File: config.mk
export PLATFORM = sky130hd
export DESIGN_NAME = motor_soft_start_brake_sequencer
export DESIGN_NICKNAME = d
export VERILOG_FILES = /design/src/design/mssb_pkg.sv /design/src/design/mssb_in_stage.sv /design/src/design/mssb_core.sv /design/src/design/mssb_out_stage.sv /design/src/design/motor_soft_start_brake_sequencer.sv
export SDC_FILE = /design/constraint.sdc
export NUM_CORES = 1
export LEC_CHECK = 0
export BUFFER_PORTS_ARGS = -buffer_cell sky130_fd_sc_hd__buf_2
export CORE_ASPECT_RATIO = 1.25
export CORE_UTILIZATION = 40
export DETAILED_ROUTE_END_ITERATION = 10
export PLACE_DENSITY = 0.6
export SLEW_MARGIN = 40
export SYNTH_ARGS = -nofsm -noshare
export SYNTH_HDL_FRONTEND = slang
export SYNTH_SLANG_ARGS = --single-unit
File: constraint.sdc
create_clock -name clk -period 5.2 [get_ports clk]
set_clock_uncertainty 0.1 [all_clocks]
set_input_delay 0.52 -clock clk [delete_from_list [all_inputs] [get_ports clk]]
set_output_delay 0.52 -clock clk [all_outputs]
set_load 0.005 [all_outputs]
File: src/design/mssb_pkg.sv
// Shared types, constants and phase codes for the motor soft-start and brake sequencer.
package mssb_pkg;

  // Fixed-point format of the running speed: 8 integer bits over FRAC_BITS fraction bits.
  localparam int FRAC_BITS = 8;
  localparam int SPD_W     = 8 + FRAC_BITS;

  // Ramp increment of one half in the fixed-point format.
  localparam logic [SPD_W-1:0] RAMP_STEP = SPD_W'(1) << (FRAC_BITS - 1);

  // Direction codes that halve the requested speed.
  localparam logic [2:0] DIR_RIGHT = 3'd3;
  localparam logic [2:0] DIR_LEFT  = 3'd4;

  // Refresh pulse count that must be exceeded for the brake release phase to end.
  localparam logic [4:0] PULSE_LIMIT = 5'd20;

  // Tick count at which a refresh step or a ramp step falls due.
  localparam logic [1:0] TICK_REFRESH = 2'd3;
  localparam logic [1:0] TICK_RAMP    = 2'd2;

  // Phase codes reported on the result port.
  localparam logic [2:0] PHASE_BRAKE   = 3'd0;
  localparam logic [2:0] PHASE_RELEASE = 3'd1;
  localparam logic [2:0] PHASE_HOLD    = 3'd2;
  localparam logic [2:0] PHASE_RAMP    = 3'd3;
  localparam logic [2:0] PHASE_DECAY   = 3'd4;
  localparam logic [2:0] PHASE_WAIT    = 3'd5;
  localparam logic [2:0] PHASE_REFRESH = 3'd6;

  // One-hot sequencer state.
  typedef enum logic [6:0] {
    ST_BRAKE   = 7'b0000001,
    ST_RELEASE = 7'b0000010,
    ST_HOLD    = 7'b0000100,
    ST_RAMP    = 7'b0001000,
    ST_DECAY   = 7'b0010000,
    ST_WAIT    = 7'b0100000,
    ST_REFRESH = 7'b1000000
  } seq_state_t;

  // One control tick as taken from the input channel.
  typedef struct packed {
    logic [7:0] speed;
    logic [2:0] direction;
    logic       direction_sensed;
  } in_item_t;

  // One result item.
  typedef struct packed {
    logic       pwm_write;
    logic [7:0] pwm_duty;
    logic       brake_released;
    logic       refresh_write;
    logic       refresh_level;
    logic [2:0] phase;
  } result_t;

  // Handshake between the input register and the result register.
  typedef struct packed {
    logic advance;
    logic out_ready;
  } pipe_ctrl_t;

endpackage

File: src/design/mssb_in_stage.sv
// Input register: holds one accepted item until the sequencer step takes it.
module mssb_in_stage import mssb_pkg::*; (
  input  logic       clk,
  input  logic       rst,
  input  logic       in_valid,
  output logic       in_stall,
  input  in_item_t   in_item,
  input  logic       out_ready,
  output logic       advance,
  output in_item_t   held_item
);

  logic held_valid;

  // The held item moves on whenever the result register can take its result.
  assign advance  = held_valid && out_ready;
  assign in_stall = held_valid && !out_ready;

  // Occupancy flag.
  always_ff @(posedge clk) begin
    if (rst) begin
      held_valid <= 1'b0;
    end else if (!in_stall) begin
      held_valid <= in_valid;
    end
  end

  // Payload register, loaded with each arriving item whenever the stage is free or emptying.
  always_ff @(posedge clk) begin
    if (!in_stall && in_valid) begin
      held_item <= in_item;
    end
  end

endmodule

File: src/design/mssb_core.sv
// Sequencer state and the single-tick step logic that produces one result per item.
module mssb_core import mssb_pkg::*; (
  input  logic     clk,
  input  logic     rst,
  input  logic     advance,
  input  in_item_t item,
  output result_t  result
);

  seq_state_t       state, state_next;
  logic [1:0]       tick_count, tick_count_next;
  logic [4:0]       refresh_pulses, refresh_pulses_next;
  logic             refresh_data, refresh_data_next;
  logic [SPD_W-1:0] present_speed, present_speed_next;
  logic [7:0]       goal_speed, goal_speed_next;
  logic             brake_pin, brake_pin_next;

  // Step logic for one tick.
  always_comb begin
    logic [7:0]       spd;
    logic [1:0]       tick_inc;
    logic [4:0]       pulse_inc;
    logic [SPD_W-1:0] goal_fixed;
    logic             pw;
    logic [7:0]       duty;
    logic             rw;
    logic             rl;

    spd = item.speed;
    if (item.direction inside {DIR_RIGHT, DIR_LEFT}) begin
      spd = {1'b0, item.speed[7:1]};
    end
    tick_inc   = tick_count + 2'd1;
    pulse_inc  = refresh_pulses + 5'd1;
    goal_fixed = {goal_speed, {FRAC_BITS{1'b0}}};
    pw         = 1'b0;
    duty       = 8'd0;
    rw         = 1'b0;
    rl         = 1'b0;

    state_next          = state;
    tick_count_next     = tick_count;
    refresh_pulses_next = refresh_pulses;
    refresh_data_next   = refresh_data;
    present_speed_next  = present_speed;
    goal_speed_next     = goal_speed;
    brake_pin_next      = brake_pin;

    case (state)
      ST_DECAY: begin
        tick_count_next = 2'd0;
        if (present_speed != '0) begin
          pw                 = 1'b1;
          duty               = 8'(present_speed >> (FRAC_BITS + 4));
          present_speed_next = present_speed >> 2;
        end else begin
          state_next = ST_WAIT;
        end
      end
      ST_WAIT: begin
        pw              = 1'b1;
        tick_count_next = 2'd0;
        state_next      = ST_BRAKE;
      end
      ST_BRAKE: begin
        pw             = 1'b1;
        brake_pin_next = 1'b0;
        if (spd != 8'd0) begin
          state_next = ST_RELEASE;
        end else begin
          tick_count_next = 2'd0;
        end
      end
      ST_RELEASE: begin
        // Release the brake and toggle refresh once every third tick.
        brake_pin_next  = 1'b1;
        tick_count_next = tick_inc;
        if (tick_inc == TICK_REFRESH) begin
          tick_count_next     = 2'd0;
          refresh_data_next   = !refresh_data;
          refresh_pulses_next = pulse_inc;
          if (pulse_inc > PULSE_LIMIT) begin
            refresh_pulses_next = 5'd0;
            refresh_data_next   = 1'b0;
            if (spd != 8'd0) begin
              state_next      = ST_REFRESH;
              goal_speed_next = spd;
            end else begin
              state_next = ST_DECAY;
            end
          end
        end
        rw = 1'b1;
        rl = refresh_data_next;
      end
      ST_REFRESH: begin
        // Keep toggling until the direction feedback is seen on a third tick.
        tick_count_next   = tick_inc;
        refresh_data_next = !refresh_data;
        if (tick_inc == TICK_REFRESH) begin
          tick_count_next = 2'd0;
          if (item.direction_sensed) begin
            state_next        = ST_RAMP;
            refresh_data_next = 1'b0;
            goal_speed_next   = spd;
          end else begin
            rw = 1'b1;
            rl = !refresh_data;
          end
        end
      end
      ST_RAMP: begin
        // Raise the speed by one half every second tick until the goal is met, or decay once no speed is requested.
        if (spd != 8'd0) begin
          if (present_speed < goal_fixed) begin
            pw              = 1'b1;
            duty            = 8'(present_speed >> (FRAC_BITS + 2));
            tick_count_next = tick_inc;
            if (tick_inc >= TICK_RAMP) begin
              tick_count_next    = 2'd0;
              present_speed_next = present_speed + RAMP_STEP;
            end
          end else begin
            state_next      = ST_HOLD;
            tick_count_next = 2'd0;
          end
        end else begin
          tick_count_next = 2'd0;
          state_next      = ST_DECAY;
        end
      end
      ST_HOLD: begin
        if (spd != 8'd0) begin
          pw   = 1'b1;
          duty = {2'b00, spd[7:2]};
        end else begin
          tick_count_next    = 2'd0;
          present_speed_next = goal_fixed;
          state_next         = ST_DECAY;
        end
      end
      default: begin
      end
    endcase

    result.pwm_write      = pw;
    result.pwm_duty       = duty;
    result.brake_released = brake_pin_next;
    result.refresh_write  = rw;
    result.refresh_level  = rl;
    case (state_next)
      ST_BRAKE:   result.phase = PHASE_BRAKE;
      ST_RELEASE: result.phase = PHASE_RELEASE;
      ST_HOLD:    result.phase = PHASE_HOLD;
      ST_RAMP:    result.phase = PHASE_RAMP;
      ST_DECAY:   result.phase = PHASE_DECAY;
      ST_WAIT:    result.phase = PHASE_WAIT;
      ST_REFRESH: result.phase = PHASE_REFRESH;
      default:    result.phase = PHASE_BRAKE;
    endcase
  end

  // Sequencer state, updated as each item leaves the input register.
  always_ff @(posedge clk) begin
    if (rst) begin
      state          <= ST_BRAKE;
      tick_count     <= 2'd0;
      refresh_pulses <= 5'd0;
      refresh_data   <= 1'b0;
      present_speed  <= '0;
      goal_speed     <= 8'd0;
      brake_pin      <= 1'b0;
    end else if (advance) begin
      state          <= state_next;
      tick_count     <= tick_count_next;
      refresh_pulses <= refresh_pulses_next;
      refresh_data   <= refresh_data_next;
      present_speed  <= present_speed_next;
      goal_speed     <= goal_speed_next;
      brake_pin      <= brake_pin_next;
    end
  end

endmodule

File: src/design/mssb_out_stage.sv
// Result register: holds one result item until the output side takes it.
module mssb_out_stage import mssb_pkg::*; (
  input  logic    clk,
  input  logic    rst,
  input  logic    advance,
  input  result_t result,
  output logic    out_ready,
  output logic    out_valid,
  input  logic    out_stall,
  output result_t out_item
);

  // The register can load when empty or when its item is taken this cycle.
  assign out_ready = !out_valid || !out_stall;

  // Occupancy flag.
  always_ff @(posedge clk) begin
    if (rst) begin
      out_valid <= 1'b0;
    end else if (out_ready) begin
      out_valid <= advance;
    end
  end

  // Payload register.
  always_ff @(posedge clk) begin
    if (advance) begin
      out_item <= result;
    end
  end

endmodule

File: src/design/motor_soft_start_brake_sequencer.sv
// Motor soft-start and brake sequencer: one control tick in, one result item out.
// Each item passes the input register, then the result register that holds its result.
// One item per cycle unless stalled; the sequencer step is one pass of logic between them.
// Stalls on the output hold the result register and back up into the input register.
// Reset (rst, synchronous, active high) empties both registers and puts the sequencer in
// the brake phase with all counters, speeds and pins at zero.
module motor_soft_start_brake_sequencer import mssb_pkg::*; (
  input  logic       clk,
  input  logic       rst,
  input  logic       in_valid,
  output logic       in_stall,
  input  logic [7:0] speed,
  input  logic [2:0] direction,
  input  logic       direction_sensed,
  output logic       out_valid,
  input  logic       out_stall,
  output logic       pwm_write,
  output logic [7:0] pwm_duty,
  output logic       brake_released,
  output logic       refresh_write,
  output logic       refresh_level,
  output logic [2:0] phase
);

  in_item_t   in_item;
  in_item_t   held_item;
  result_t    result;
  result_t    out_item;
  logic       advance;
  logic       out_ready;

  assign in_item.speed            = speed;
  assign in_item.direction        = direction;
  assign in_item.direction_sensed = direction_sensed;

  // Input register.
  mssb_in_stage u_in_stage (
    .clk       (clk),
    .rst       (rst),
    .in_valid  (in_valid),
    .in_stall  (in_stall),
    .in_item   (in_item),
    .out_ready (out_ready),
    .advance   (advance),
    .held_item (held_item)
  );

  // Sequencer step and state.
  mssb_core u_core (
    .clk     (clk),
    .rst     (rst),
    .advance (advance),
    .item    (held_item),
    .result  (result)
  );

  // Result register.
  mssb_out_stage u_out_stage (
    .clk       (clk),
    .rst       (rst),
    .advance   (advance),
    .result    (result),
    .out_ready (out_ready),
    .out_valid (out_valid),
    .out_stall (out_stall),
    .out_item  (out_item)
  );

  assign pwm_write      = out_item.pwm_write;
  assign pwm_duty       = out_item.pwm_duty;
  assign brake_released = out_item.brake_released;
  assign refresh_write  = out_item.refresh_write;
  assign refresh_level  = out_item.refresh_level;
  assign phase          = out_item.phase;

`ifndef NO_ASSERTIONS
  // The input side only waits while a finished result is blocked at the output.
  a_stall_cause: assert property (@(posedge clk) disable iff (rst)
    in_stall |-> (out_valid && out_stall))
    else $error("input stalled without a blocked result");

  // No duty value appears without a duty write.
  a_duty_idle: assert property (@(posedge clk) disable iff (rst)
    (out_valid && !pwm_write) |-> (pwm_duty == 8'd0))
    else $error("duty nonzero without a write");

  // No refresh level appears without a refresh drive.
  a_refresh_idle: assert property (@(posedge clk) disable iff (rst)
    (out_valid && !refresh_write) |-> !refresh_level)
    else $error("refresh level without a refresh write");

  // Refresh is only driven once the brake has been released.
  a_release_pin: assert property (@(posedge clk) disable iff (rst)
    (out_valid && refresh_write) |-> brake_released)
    else $error("refresh driven while braking");
`endif

endmodule
==> parameters.txt <==
Parameter                              Value

Detailed routing
  Met1 wire length    4.18 mm
  Starting DRC count in detailed routing    185
  Vias    3,537
  Top Metal Used    met4
  Sum of met2 wire segment lengths after detailed routing    4.90 mm
  Met3 Routed Length    388 um
  Sum of routed wire length over all layers    9.82 mm
  DRC Markers    0
  First drt pass iteration count    4
  Remaining antenna violation count    0
  WL per Instance    15.9 um
  Average via count per standard cell    5.74

Worst setup path
  Category of the worst setup path capture point    register
  CP required    5.19 ns
  Type of the worst setup path    register to register
  Kind of start point of the critical path    register
  CP Max Fanout    16
  Arrival time of the worst setup path    2.99 ns

STA
  Worst relative slew slack    45.7%
  Final period utilization    57.8%
  Endpoints failing hold    0
  Transition time at the pin with the least slew margin    0.814 ns
  Final Critical Period    3.00 ns
  Peak clock frequency supported by timing    333 MHz
  Total setup violations reported at the end of the flow    0
  Max-slew violation total from the final report    0
  RSZ-0062 raised after global routing    false
  Total Negative Setup Slacks    0 ns

Finish
  Layout filler cell count    944
  Share of post-route cells with drive strength above 1    13.7%
  Final net count    515
  Final Cell Area    0.00453 sq mm
  Total inserted antenna cells    0
  Growth of design area from synthesis to finish    10.8%

Yosys
  Biggest area contributors in the synthesized netlist    dfxtp_1 (21%), edfxtp_1 (18%), nor2_1 (5.0%)
  Leading register cell type out of synthesis    dfxtp_1
  Synth Warn #    0
  Yosys top cell area share    20.6%
  Distinct cell type count after synthesis    74
  Leading area contributor after synthesis    dfxtp_1
  Sequential area share after synthesis    38.9%
  Number of enable-type register cells in the synthesized netlist    25
  Post-synth ARST share    0%
  Flop and latch count out of synthesis    67
  Synthesized netlist cell count    476
  Average instance area after synthesis    8.58 sq um
  Netlist area before placement    0.00409 sq mm

Power and ir drop
  Worst VDD drop    0.160 mV
  PD cells    288 mW/mm^2
  Leakage    1.68 nW

Die
  Row count    40
  Starting Density    41.9%
  I/O pins    33
  Die Ht    115 um
  Core outline area    0.00976 sq mm
  Die Wd    92.4 um
  Die ar.    0.0106 sq mm

Placed design
  Count of input and output buffers    30
  Dpl cell area    0.00423 sq mm
  GP Congestion    0.855
  Hpwl dp    7.03 mm

Global routing
  Via count of the first global-routing pass    3,287
  Pin count of the biggest net entering global routing    43
  Total track usage    19.2%
  Total congestion overflow    0
  Global-route wire length before repair    15.7 mm
  Initial antenna violation count    0

Clocking
  Clock transition at the register clock pins on the worst setup and hold paths after CTS    0.06 ns
  Number of gates resized after CTS    0
  Insertion delay of the later-clocked pin in the worst-skew pair    0.33 ns
  Number of buffers added by the clock tree synthesis step    9
  Clock Sinks    67
  CTS tree    yes
  Root Buffer    clkbuf_16
  Max clock buf depth    2
  Number of hold buffers added after CTS    0
  H-Tree Depth    3
  Setup fix buffers added after clock tree synthesis    0

Hold path
  Class of the most critical hold timing path    primary input to register

Status
  Result of the run    finished, final reports clean

Run
  Total of max-cap violations    0
-- worst paths after layout --
| path | endpoint | slack (ns) | from | cells after the start |
|---|---|---|---|---|
| worst max register to register | u_out_stage.out_item[0] | 2.20 | u_core.state[2] | 8 |
| worst min-delay path | u_in_stage.held_item[6] | 0.26 | speed[2] | 1 |
| worst max-delay path | u_out_stage.out_item[0] | 2.20 | u_core.state[2] | 8 |
| worst min register to register | u_core.brake_pin | 0.36 | u_core.brake_pin | 2 |
-- cell families (layout without fill, tap and decap cells) --
| logic type | count (synthesis) | count (layout) | synth area share, % |
|---|---|---|---|
| compound gates | 124 | 124 | 20.8 |
| xor+xnor | 13 | 13 | 2.79 |
| fa+ha+maj | 14 | 14 | 4.29 |
| buf+inv | 50 | 63 | 5.66 |
| flops | 67 | 67 | 38.9 |
| mux | 12 | 12 | 3.00 |
| other cells | 1 | 2 | 0.0918 |
| simple gates | 195 | 195 | 24.4 |
-- cell usage in the layout (no fill, tap or decap), types with 6 or more instances in the layout --
cell / Yosys / final
nor2b_1: 8 / 7
buf_2: 5 / 30
nand2_1: 49 / 49
a21oi_1: 31 / 31
xnor2_1: 6 / 6
a211oi_1: 8 / 8
o21ai_0: 24 / 24
nor2_1: 54 / 54
edfxtp_1: 25 / 25
mux2i_1: 10 / 10
o22ai_1: 10 / 10
ha_1: 14 / 14
xor2_1: 7 / 7
clkbuf_16: 0 / 9
a211o_1: 7 / 7
nand2b_1: 10 / 10
nand3_1: 19 / 19
and3_1: 7 / 7
nor4_1: 8 / 8
dfxtp_1: 42 / 42
inv_1: 17 / 16
-- sequential cells by signal, summed over array words and instances, names as in the netlist --
name                   flops
u_core.brake_pin           1
u_core.refresh_pulses      5
u_in_stage.held_valid      1
u_core.refresh_data        1
u_out_stage.out_valid      1
u_core.goal_speed          8
u_core.present_speed      16
u_core.tick_count          2
u_out_stage.out_item      13
u_core.state               7
u_in_stage.held_item      12
-- metal layers --
| metal | up-vias | global-route usage (%) |
|---|---|---|
| met5 | - | 0 |
| met4 | 0 | 10.3 |
| met3 | 30 | 4.83 |
| met2 | 94 | 33.2 |
| met1 | 1668 | 21.8 |
| li1 | 1745 | - |
-- layout make-up --
cell class | count | area [sq um] | share of cell area, %
multi-input cells | 360 | 2270 | 50.1
flip-flops and latches | 67 | 1590 | 35.2
clock buffers | 10 | 229 | 5.06
well taps | 126 | 158 | 3.48
repair buffers | 30 | 150 | 3.32
clock inverters | 6 | 65.1 | 1.44
inverters | 17 | 63.8 | 1.41
-- per-stage QoR --
| step | power [mW] | std cells | worst slack, ns | hold WS (ns) | utilization (%) |
|---|---|---|---|---|---|
| 3_3_place_gp | 0.706 | 600 | 2.08 | 0.351 | 43.3 |
| 5_1_grt | 1.35 | 616 | 1.92 | 0.241 | 46.4 |
| 3_5_place_dp | 0.707 | 600 | 2.22 | 0.353 | 43.4 |
| 2_1_floorplan | 0.676 | 477 | 2.54 | 0.337 | - |
| 6_report | 1.30 | 616 | 2.20 | 0.257 | 46.4 |
| 4_1_cts | 1.32 | 616 | 2.21 | 0.245 | 46.4 |
-- where the power goes --
group	internal [mW]	total [mW]	switching (mW)
combinational	0.0469	0.118	0.0714
clock	0.372	0.606	0.234
sequential	0.561	0.579	0.0178
total	0.980	1.30	0.323
-- cells in the mapped netlist, drive strengths merged, types with 6 or more instances --
library cell / n
nor4: 9
dfxtp: 42
nor2: 56
and3: 7
nand3: 20
ha: 14
clkbuf: 21
xor2: 7
o22ai: 10
a21oi: 33
nand2: 50
buf: 12
mux2i: 10
o21ai: 25
nor2b: 8
a211oi: 8
edfxtp: 25
nand2b: 10
xnor2: 6
inv: 17
a211o: 7
-- worst max-delay path, stage by stage (launching register included) --
cell	delay, ns
dfxtp_1	0.73
nor2_1	0.19
nand2_1	0.20
nor4b_1	0.10
and2_1	0.28
a311o_1	0.36
a211o_1	0.41
xnor2_1	0.16
a41o_1	0.24
No activity file was read; power rests on OpenSTA's default activity.
